===== config.mk =====
export PLATFORM = sky130hd
export DESIGN_NAME = sha256_stream_hasher_core
export DESIGN_NICKNAME = d
export VERILOG_FILES = /design/src/rtl/core/sha_pkg.sv /design/src/rtl/core/sha_queue.sv /design/src/rtl/core/sha_engine.sv /design/src/rtl/core/sha256_stream_hasher_core.sv
export SDC_FILE = /design/constraint.sdc
export NUM_CORES = 2
export LEC_CHECK = 0
export BUFFER_PORTS_ARGS = -buffer_cell sky130_fd_sc_hd__buf_2
export CAP_MARGIN = 20
export CORE_MARGIN = 2
export CORE_UTILIZATION = 60
export DETAILED_ROUTE_END_ITERATION = 8
export PLACE_DENSITY = 0.76
export SETUP_SLACK_MARGIN = 0.2
export SYNTH_ARGS = -nofsm -noshare
export SYNTH_HDL_FRONTEND = slang
export SYNTH_SLANG_ARGS = --single-unit

===== constraint.sdc =====
create_clock -name clk -period 20.3 [get_ports clk]
set_input_delay 2.03 -clock clk [delete_from_list [all_inputs] [get_ports clk]]
set_output_delay 2.03 -clock clk [all_outputs]
set_load 0.05 [all_outputs]

===== src/rtl/core/sha_pkg.sv =====
// ----------------------------------------------------------------------------
// SHA-256 hasher package
// Shared types, constants and round functions of the SHA-256 stream hasher.
// ----------------------------------------------------------------------------
package sha_pkg;

    localparam int unsigned QUEUE_DEPTH = 4;
    localparam int unsigned QPTR_W = 2;

    localparam logic [7:0] PAD_BYTE = 8'h80;
    localparam logic [5:0] LEN_POS = 6'd56;

    typedef enum logic
    {
        KIND_DATA   = 1'b0,
        KIND_FINISH = 1'b1
    } kind_t;

    // One queued operation between the front and the back part.
    typedef struct packed
    {
        kind_t      kind;
        logic [7:0] data_byte;
    } op_t;

    localparam logic [255:0] INIT_H = {
        32'h6A09E667, 32'hBB67AE85, 32'h3C6EF372, 32'hA54FF53A,
        32'h510E527F, 32'h9B05688C, 32'h1F83D9AB, 32'h5BE0CD19
    };

    function automatic logic [31:0] round_k(input logic [5:0] idx);
        logic [31:0] k;
        case (idx)
            6'd0: k = 32'h428A2F98;  6'd1: k = 32'h71374491;
            6'd2: k = 32'hB5C0FBCF;  6'd3: k = 32'hE9B5DBA5;
            6'd4: k = 32'h3956C25B;  6'd5: k = 32'h59F111F1;
            6'd6: k = 32'h923F82A4;  6'd7: k = 32'hAB1C5ED5;
            6'd8: k = 32'hD807AA98;  6'd9: k = 32'h12835B01;
            6'd10: k = 32'h243185BE; 6'd11: k = 32'h550C7DC3;
            6'd12: k = 32'h72BE5D74; 6'd13: k = 32'h80DEB1FE;
            6'd14: k = 32'h9BDC06A7; 6'd15: k = 32'hC19BF174;
            6'd16: k = 32'hE49B69C1; 6'd17: k = 32'hEFBE4786;
            6'd18: k = 32'h0FC19DC6; 6'd19: k = 32'h240CA1CC;
            6'd20: k = 32'h2DE92C6F; 6'd21: k = 32'h4A7484AA;
            6'd22: k = 32'h5CB0A9DC; 6'd23: k = 32'h76F988DA;
            6'd24: k = 32'h983E5152; 6'd25: k = 32'hA831C66D;
            6'd26: k = 32'hB00327C8; 6'd27: k = 32'hBF597FC7;
            6'd28: k = 32'hC6E00BF3; 6'd29: k = 32'hD5A79147;
            6'd30: k = 32'h06CA6351; 6'd31: k = 32'h14292967;
            6'd32: k = 32'h27B70A85; 6'd33: k = 32'h2E1B2138;
            6'd34: k = 32'h4D2C6DFC; 6'd35: k = 32'h53380D13;
            6'd36: k = 32'h650A7354; 6'd37: k = 32'h766A0ABB;
            6'd38: k = 32'h81C2C92E; 6'd39: k = 32'h92722C85;
            6'd40: k = 32'hA2BFE8A1; 6'd41: k = 32'hA81A664B;
            6'd42: k = 32'hC24B8B70; 6'd43: k = 32'hC76C51A3;
            6'd44: k = 32'hD192E819; 6'd45: k = 32'hD6990624;
            6'd46: k = 32'hF40E3585; 6'd47: k = 32'h106AA070;
            6'd48: k = 32'h19A4C116; 6'd49: k = 32'h1E376C08;
            6'd50: k = 32'h2748774C; 6'd51: k = 32'h34B0BCB5;
            6'd52: k = 32'h391C0CB3; 6'd53: k = 32'h4ED8AA4A;
            6'd54: k = 32'h5B9CCA4F; 6'd55: k = 32'h682E6FF3;
            6'd56: k = 32'h748F82EE; 6'd57: k = 32'h78A5636F;
            6'd58: k = 32'h84C87814; 6'd59: k = 32'h8CC70208;
            6'd60: k = 32'h90BEFFFA; 6'd61: k = 32'hA4506CEB;
            6'd62: k = 32'hBEF9A3F7; 6'd63: k = 32'hC67178F2;
            default: k = 32'h0;
        endcase
        return k;
    endfunction

    function automatic logic [31:0] rotr(input logic [31:0] x, input int unsigned n);
        return (x >> n) | (x << (32 - n));
    endfunction

endpackage


===== src/rtl/core/sha_queue.sv =====
// ----------------------------------------------------------------------------
// SHA-256 operation queue
// Short queue that decouples input acceptance from block processing.
// ----------------------------------------------------------------------------
module sha_queue
(
    input  logic         clk,
    input  logic         rst_n,
    input  logic         push,
    input  sha_pkg::op_t push_op,
    output logic         full,
    input  logic         pop,
    output sha_pkg::op_t head_op,
    output logic         nonempty
);

    sha_pkg::op_t slot_reg [sha_pkg::QUEUE_DEPTH];
    logic [sha_pkg::QPTR_W-1:0] wptr_reg;
    logic [sha_pkg::QPTR_W-1:0] rptr_reg;
    logic [sha_pkg::QPTR_W:0]   count_reg;

    assign full = (count_reg == (sha_pkg::QPTR_W+1)'(sha_pkg::QUEUE_DEPTH));
    assign nonempty = (count_reg != '0);
    assign head_op = slot_reg[rptr_reg];

    always_ff @(posedge clk)
    begin
        if (push)
        begin
            slot_reg[wptr_reg] <= push_op;
        end
    end

    always_ff @(posedge clk or negedge rst_n)
    begin
        if (!rst_n)
        begin
            wptr_reg <= '0;
            rptr_reg <= '0;
            count_reg <= '0;
        end
        else
        begin
            if (push)
            begin
                wptr_reg <= wptr_reg + 1'b1;
            end
            if (pop)
            begin
                rptr_reg <= rptr_reg + 1'b1;
            end
            if (push && !pop)
            begin
                count_reg <= count_reg + 1'b1;
            end
            else if (pop && !push)
            begin
                count_reg <= count_reg - 1'b1;
            end
        end
    end

endmodule


===== src/rtl/core/sha_engine.sv =====
// ----------------------------------------------------------------------------
// SHA-256 block engine
// Loads bytes into the message schedule, pads on finish, runs the 64 rounds
// and sends the digest out as four 64-bit words.
// ----------------------------------------------------------------------------
module sha_engine
(
    input  logic         clk,
    input  logic         rst_n,
    input  logic         op_valid,
    input  sha_pkg::op_t op,
    output logic         op_pop,
    output logic         out_valid,
    input  logic         out_ready,
    output logic [63:0]  out_word,
    output logic [1:0]   out_index,
    output logic         out_last
);

    typedef enum logic [4:0]
    {
        ST_LOAD  = 5'b00001,
        ST_PAD   = 5'b00010,
        ST_ROUND = 5'b00100,
        ST_ADD   = 5'b01000,
        ST_EMIT  = 5'b10000
    } state_t;

    state_t       state_reg;
    logic [31:0]  w_reg [16];
    logic [31:0]  h_reg [8];
    logic [31:0]  v_reg [8];
    logic [5:0]   fill_reg;
    logic [5:0]   round_reg;
    logic [60:0]  msg_bytes_reg;
    logic [63:0]  bit_len_reg;
    logic         finishing_reg;
    logic         len_block_reg;
    logic [1:0]   emit_reg;

    logic [7:0]   load_byte;
    logic         load_now;
    logic [31:0]  sched_new;
    logic [31:0]  t1;
    logic [31:0]  t2;
    logic [31:0]  s0;
    logic [31:0]  s1;

    assign op_pop = (state_reg == ST_LOAD) && op_valid;
    assign out_valid = (state_reg == ST_EMIT);
    assign out_word = {h_reg[{emit_reg, 1'b0}], h_reg[{emit_reg, 1'b1}]};
    assign out_index = emit_reg;
    assign out_last = (emit_reg == 2'd3);

    // Bytes of the padding tail: zeros until the length field, then the length.
    // The length goes only into the block that has room for it.
    always_comb
    begin
        load_now = 1'b0;
        load_byte = op.data_byte;
        if (state_reg == ST_LOAD)
        begin
            load_now = op_valid;
            load_byte = (op.kind == sha_pkg::KIND_FINISH) ? sha_pkg::PAD_BYTE
                                                           : op.data_byte;
        end
        else if (state_reg == ST_PAD)
        begin
            load_now = 1'b1;
            if (len_block_reg && fill_reg >= sha_pkg::LEN_POS)
            begin
                load_byte = bit_len_reg[8*(7 - int'(fill_reg[2:0])) +: 8];
            end
            else
            begin
                load_byte = 8'h00;
            end
        end
    end

    // Schedule word 16 from the sliding window; window slot 0 is w[i].
    assign s0 = sha_pkg::rotr(w_reg[1], 7) ^ sha_pkg::rotr(w_reg[1], 18) ^ (w_reg[1] >> 3);
    assign s1 = sha_pkg::rotr(w_reg[14], 17) ^ sha_pkg::rotr(w_reg[14], 19)
              ^ (w_reg[14] >> 10);
    assign sched_new = w_reg[0] + s0 + w_reg[9] + s1;

    assign t1 = v_reg[7]
              + (sha_pkg::rotr(v_reg[4], 6) ^ sha_pkg::rotr(v_reg[4], 11)
                 ^ sha_pkg::rotr(v_reg[4], 25))
              + ((v_reg[4] & v_reg[5]) ^ (~v_reg[4] & v_reg[6]))
              + sha_pkg::round_k(round_reg) + w_reg[0];
    assign t2 = (sha_pkg::rotr(v_reg[0], 2) ^ sha_pkg::rotr(v_reg[0], 13)
                 ^ sha_pkg::rotr(v_reg[0], 22))
              + ((v_reg[0] & v_reg[1]) ^ (v_reg[0] & v_reg[2]) ^ (v_reg[1] & v_reg[2]));

    always_ff @(posedge clk)
    begin
        if (load_now)
        begin
            w_reg[fill_reg[5:2]][8*(3 - int'(fill_reg[1:0])) +: 8] <= load_byte;
        end
        if (state_reg == ST_LOAD && op_valid && op.kind == sha_pkg::KIND_FINISH)
        begin
            bit_len_reg <= {msg_bytes_reg, 3'b000};
        end
        if (state_reg == ST_ROUND)
        begin
            for (int i = 0; i < 15; i++)
            begin
                w_reg[i] <= w_reg[i+1];
            end
            w_reg[15] <= sched_new;
            v_reg[7] <= v_reg[6];
            v_reg[6] <= v_reg[5];
            v_reg[5] <= v_reg[4];
            v_reg[4] <= v_reg[3] + t1;
            v_reg[3] <= v_reg[2];
            v_reg[2] <= v_reg[1];
            v_reg[1] <= v_reg[0];
            v_reg[0] <= t1 + t2;
        end
        else
        begin
            for (int i = 0; i < 8; i++)
            begin
                v_reg[i] <= h_reg[i];
            end
        end
    end

    always_ff @(posedge clk or negedge rst_n)
    begin
        if (!rst_n)
        begin
            state_reg <= ST_LOAD;
            fill_reg <= '0;
            round_reg <= '0;
            msg_bytes_reg <= '0;
            finishing_reg <= 1'b0;
            len_block_reg <= 1'b0;
            emit_reg <= '0;
            for (int i = 0; i < 8; i++)
            begin
                h_reg[i] <= sha_pkg::INIT_H[32*(7-i) +: 32];
            end
        end
        else
        begin
            if (load_now)
            begin
                fill_reg <= fill_reg + 1'b1;
            end
            case (state_reg)
                ST_LOAD:
                begin
                    if (op_valid)
                    begin
                        if (op.kind == sha_pkg::KIND_FINISH)
                        begin
                            finishing_reg <= 1'b1;
                            len_block_reg <= (fill_reg < sha_pkg::LEN_POS);
                        end
                        else
                        begin
                            msg_bytes_reg <= msg_bytes_reg + 1'b1;
                        end
                        if (fill_reg == 6'd63)
                        begin
                            state_reg <= ST_ROUND;
                        end
                        else if (op.kind == sha_pkg::KIND_FINISH)
                        begin
                            state_reg <= ST_PAD;
                        end
                    end
                end
                ST_PAD:
                begin
                    // Leave when the block is full; a pad byte past 56 with no
                    // room for the length simply rolls into a second block.
                    if (fill_reg == 6'd63)
                    begin
                        state_reg <= ST_ROUND;
                    end
                end
                ST_ROUND:
                begin
                    round_reg <= round_reg + 1'b1;
                    if (round_reg == 6'd63)
                    begin
                        state_reg <= ST_ADD;
                    end
                end
                ST_ADD:
                begin
                    for (int i = 0; i < 8; i++)
                    begin
                        h_reg[i] <= h_reg[i] + v_reg[i];
                    end
                    if (!finishing_reg)
                    begin
                        state_reg <= ST_LOAD;
                    end
                    else if (len_block_reg)
                    begin
                        state_reg <= ST_EMIT;
                    end
                    else
                    begin
                        // The length did not fit, so a second block carries it.
                        state_reg <= ST_PAD;
                        len_block_reg <= 1'b1;
                    end
                end
                ST_EMIT:
                begin
                    if (out_ready)
                    begin
                        emit_reg <= emit_reg + 1'b1;
                        if (emit_reg == 2'd3)
                        begin
                            state_reg <= ST_LOAD;
                            finishing_reg <= 1'b0;
                            msg_bytes_reg <= '0;
                            for (int i = 0; i < 8; i++)
                            begin
                                h_reg[i] <= sha_pkg::INIT_H[32*(7-i) +: 32];
                            end
                        end
                    end
                end
                default:
                begin
                    state_reg <= ST_LOAD;
                end
            endcase
        end
    end

    a_round_count: assert property (@(posedge clk) disable iff (!rst_n)
        (state_reg == ST_ROUND && round_reg == 6'd63) |=> state_reg == ST_ADD)
        else $error("round loop did not end after 64 rounds");
    a_no_pop_busy: assert property (@(posedge clk) disable iff (!rst_n)
        (state_reg != ST_LOAD) |-> !op_pop)
        else $error("queue popped while the block is busy");
    a_emit_hold: assert property (@(posedge clk) disable iff (!rst_n)
        (out_valid && !out_ready) |=> (out_valid && $stable(emit_reg)))
        else $error("digest word dropped under back-pressure");

endmodule


===== src/rtl/core/sha256_stream_hasher_core.sv =====
// Flow: an accepted byte passes through the queue register and is then loaded
// into the block; a full block then runs 64 rounds, one per cycle, plus the add.
// A finish pads up to one or two blocks, then shows four digest words.
// Bytes wait in the queue while the single round unit works on a block.
// Reset (rst_n low, asynchronous) loads the initial hash values and clears
// the length and fill counters; no clearing pass is needed.
// ----------------------------------------------------------------------------
// SHA-256 stream hasher top level
// Byte-stream input, 64-bit digest words out, with a queue in between.
// ----------------------------------------------------------------------------
module sha256_stream_hasher_core
(
    input  logic        clk,
    input  logic        rst_n,
    input  logic        s_tvalid,
    output logic        s_tready,
    input  logic [7:0]  s_tdata,   // data_byte[7:0]
    input  logic        s_tuser,   // kind
    output logic        m_tvalid,
    input  logic        m_tready,
    output logic [63:0] m_tdata,   // digest_word[63:0]
    output logic [1:0]  m_tuser,   // word_index[1:0]
    output logic        m_tlast
);

    sha_pkg::op_t in_op;
    sha_pkg::op_t head_op;
    logic         q_full;
    logic         q_nonempty;
    logic         q_pop;

    assign in_op.kind = sha_pkg::kind_t'(s_tuser);
    assign in_op.data_byte = s_tdata;
    assign s_tready = !q_full;

    sha_queue u_queue
    (
        .clk      (clk),
        .rst_n    (rst_n),
        .push     (s_tvalid && !q_full),
        .push_op  (in_op),
        .full     (q_full),
        .pop      (q_pop),
        .head_op  (head_op),
        .nonempty (q_nonempty)
    );

    sha_engine u_engine
    (
        .clk       (clk),
        .rst_n     (rst_n),
        .op_valid  (q_nonempty),
        .op        (head_op),
        .op_pop    (q_pop),
        .out_valid (m_tvalid),
        .out_ready (m_tready),
        .out_word  (m_tdata),
        .out_index (m_tuser),
        .out_last  (m_tlast)
    );

endmodule

==> flow_metrics.py <==
metrics = {
    "run_status": {
        "status": "finished, violations left",
        "violations": "DRC",
    },
    "yosys": {
        "synth_flop_cell": "edfxtp_1",
        "synth.avg_cell_area_sq_um": 10.1,
        "synth_area_sq_mm": 0.0744,
        "synth_area_leaders": "edfxtp_1 25%, dfrtp_1 7.0%, dfxtp_1 6.9%",
        "async_flop_share": 0.285,
        "yosys_warnings": 0,
        "yosys_register_bits": 1210,
        "yosys.area.top_type_share": 0.246,
        "yosysTopAreaCell": "edfxtp_1",
        "synth_cell_types": 95,
        "synth_edf_count": 609,
        "yosysSeqAreaShare": 0.433,
        "syn_nets": 7979,
        "syn-instance-count": 7367,
    },
    "timing": {
        "fmax_ghz": 0.0927,
        "finalSetupTns_ns": 0,
        "min_period_ns": 10.79,
        "tightest_slew_ns": 1.18,
        "slew_headroom": 0.211,
        "fin_skew_ns": 0.0363,
        "setup_viol": 0,
        "min_period_over_period": 0.531,
        "rsz0062_at_grt": "false",
        "hold_violations": 0,
        "drv_slew": 0,
    },
    "routing": {
        "wire_per_inst_microns": 26.3,
        "ant_nets": 0,
        "drc": 2,
        "wl_mm": 239,
        "num_vias": 58600,
        "drt_iter0_drc": 6865,
        "drtPass1Iterations": 9,
        "via_per_inst": 6.43,
    },
    "die": {
        "row_count": 129,
        "start_util": 0.604,
        "core_area_sq_mm": 0.123,
        "io_pins": 82,
        "fp.dieArea_sq_mm": 0.127,
        "fp.dieW_microns": 356,
        "die_h_microns": 356,
    },
    "clock_network": {
        "cts_setup_buffers": 0,
        "htree_levels": 4,
        "cts_resized": 0,
        "clock-sinks": 1210,
        "numCtsBuffers": 137,
        "clock_path_buffers": 3,
        "clk_latency_ns": 0.80,
        "cts-root-buf": "clkbuf_16",
        "cts_tree": "built",
        "cts_hold_buf": 0,
        "clk_pin_slew_ns": 0.06,
    },
    "critical_path": {
        "cp.required_ns": 20.96,
        "cpPeakStageDelay_ns": 0.94,
        "rr_startpoint": "u_engine.round_reg[1]",
        "slowest_stage": "dfrtp_1",
        "startpoint_type": "flop",
        "crit_path_end_kind": "flop",
        "arrival_ns": 11.45,
        "timing.critical_path.mode_cell": "fa_1",
        "worstPathMaxFanout": 20,
        "r2r_setup_slack_ns": 9.51,
        "crit_start": "u_engine.round_reg[1]",
        "crit_type": "reg2reg",
    },
    "global_route": {
        "grt_max_degree": 189,
        "first_global_vias": 56700,
        "antenna_found_initial": 6,
        "grt_pass1_wl_mm": 357,
        "grt.overflow.total": 0,
        "grt_usage": 0.377,
    },
    "power_and_ir_drop": {
        "p_seq_frac": 0.370,
        "max-vdd-ir-drop_mv": 0.0915,
        "p_int_w": 0.00525,
        "p_comb_frac": 0.313,
        "p_sw_frac": 0.338,
        "power_w": 0.00792,
        "power.switching_w": 0.00267,
        "powerDensity_mw_per_mm2": 97.6,
        "p_leak_nw": 37.9,
        "p_clk_frac": 0.317,
    },
    "finish": {
        "largest_reg_flops": 512,
        "ff_latch_area_sq_mm": 0.0322,
        "syn_to_final_growth_pct": 9.10,
        "multiInputGateArea_sq_mm": 0.0397,
        "nNetsFinal": 7971,
        "final_cells": 9109,
        "nFillCells": 9632,
        "fin_util": 0.658,
        "layout-drive-gt1-share": 0.0982,
    },
    "placement": {
        "place_hpwl_mm": 176,
        "dpl.cell_count": 8832,
        "portBuffers": 81,
        "gp_congestion": 1.04,
    },
    "min_path": {
        "hp-start": "u_engine.v_reg[0][56]",
        "min_path_type": "reg2reg",
    },
    "job": {
        "drv_cap": 0,
    },
}
==> area by class of cell <==
class | count | share of cell area
multi-input cells | 5481 | 0.489
inverters | 298 | 0.0138
clock inverters | 60 | 0.00801
clock buffers | 191 | 0.0475
well taps | 1637 | 0.0252
diodes | 1 | 0.0000308
flip-flops and latches | 1210 | 0.397
repair buffers | 231 | 0.0194
==> path summary, 6_finish.rpt <==
kind	end	cells past startpoint
worst max-delay path	u_engine.v_reg[0][30]	30
worst min-delay path	u_engine.v_reg[1][24]	2
worst max register to register	u_engine.v_reg[0][30]	30
worst min register to register	u_engine.v_reg[1][24]	2
max in group asynchronous	u_engine.h_reg[76]	4
min in group asynchronous	u_engine.h_reg[128]	1
==> power by group through the flow <==
stage | clock [W] | sequential, W | combinational [W]
6_report | 0.00251 | 0.00293 | 0.00248
5_1_grt | 0.00264 | 0.00294 | 0.00268
4_1_cts | 0.00253 | 0.00292 | 0.00243
3_5_place_dp | 0 | 0.00297 | 0.00239
3_3_place_gp | 0 | 0.00297 | 0.00233
2_1_floorplan | 0 | 0.00291 | 0.00174
==> stage by stage <==
step	hold WS (ns)	instance area, sq um	setup WS, ns
2_1_floorplan	0.425	74400	11.84
3_3_place_gp	0.445	76400	9.90
3_5_place_dp	0.450	76500	9.85
4_1_cts	0.459	81000	9.84
5_1_grt	0.480	81200	9.04
6_report	0.457	81200	9.51
==> routing by layer <==
| metal | wire (microns) | vias up | part of all wire | global-route usage |
|---|---|---|---|---|
| met1 | 94700 | 28900 | 0.40 | 0.503 |
| met4 | 14100 | 4 | 0.059 | 0.198 |
| met3 | 20900 | 587 | 0.087 | 0.0637 |
| met2 | 110000 | 2912 | 0.46 | 0.594 |
| li1 | - | 26200 | - | - |
| met5 | 32 | - | 0.00013 | 0 |
==> placed cells by master (no fill, tap or decap), drive strengths merged, types with 15 or more instances in the layout <==
master,n
a21o,655
o211ai,30
buf,228
a211oi,50
o21bai,50
xnor2,388
mux2i,44
inv,306
nand4,23
a21oi,453
clkinv,41
dfstp,137
fa,196
o22a,16
mux4,95
dfxtp,256
o31ai,29
nand2b,78
edfxtp,609
and2,18
a31oi,46
and3,46
maj3,24
nand2,1010
nor2,457
nor3,95
o22ai,43
ha,403
nor2b,52
nand3,120
clkbuf,194
dfrtp,208
a311oi,15
o21ai,461
or3,37
xor2,241
o21a,60
==> cells by family after synthesis <==
logic type / after synthesis / synth area share
AND/OR/NAND/NOR: 2000 / 0.117
flip-flops: 1210 / 0.433
adder cells (fa/ha/maj): 623 / 0.124
buffers and inverters: 676 / 0.0341
multiplexers: 150 / 0.0363
AO/OA/AOI/OAI: 2078 / 0.181
XOR/XNOR: 630 / 0.0743
==> critical path, delay by kind of cell, from the launching register on <==
kind / cells / cell delay [ns]
flops: 1 / 0.94
mux: 1 / 0.55
fa+ha+maj: 8 / 3.74
compound gates: 13 / 3.66
simple gates: 5 / 1.00
xor+xnor: 1 / 0.30
buf+inv: 2 / 0.47
==> cell usage after synthesis, drive strengths merged (78+ instances only) <==
library cell,number
a21o,655
a21oi,453
clkbuf,336
dfrtp,208
dfstp,137
dfxtp,256
edfxtp,609
fa,196
ha,403
inv,296
mux4,95
nand2,1010
nand2b,78
nand3,120
nor2,457
nor3,95
o21ai,461
xnor2,388
xor2,241
Note: power is estimated with default switching activity, not from simulation.
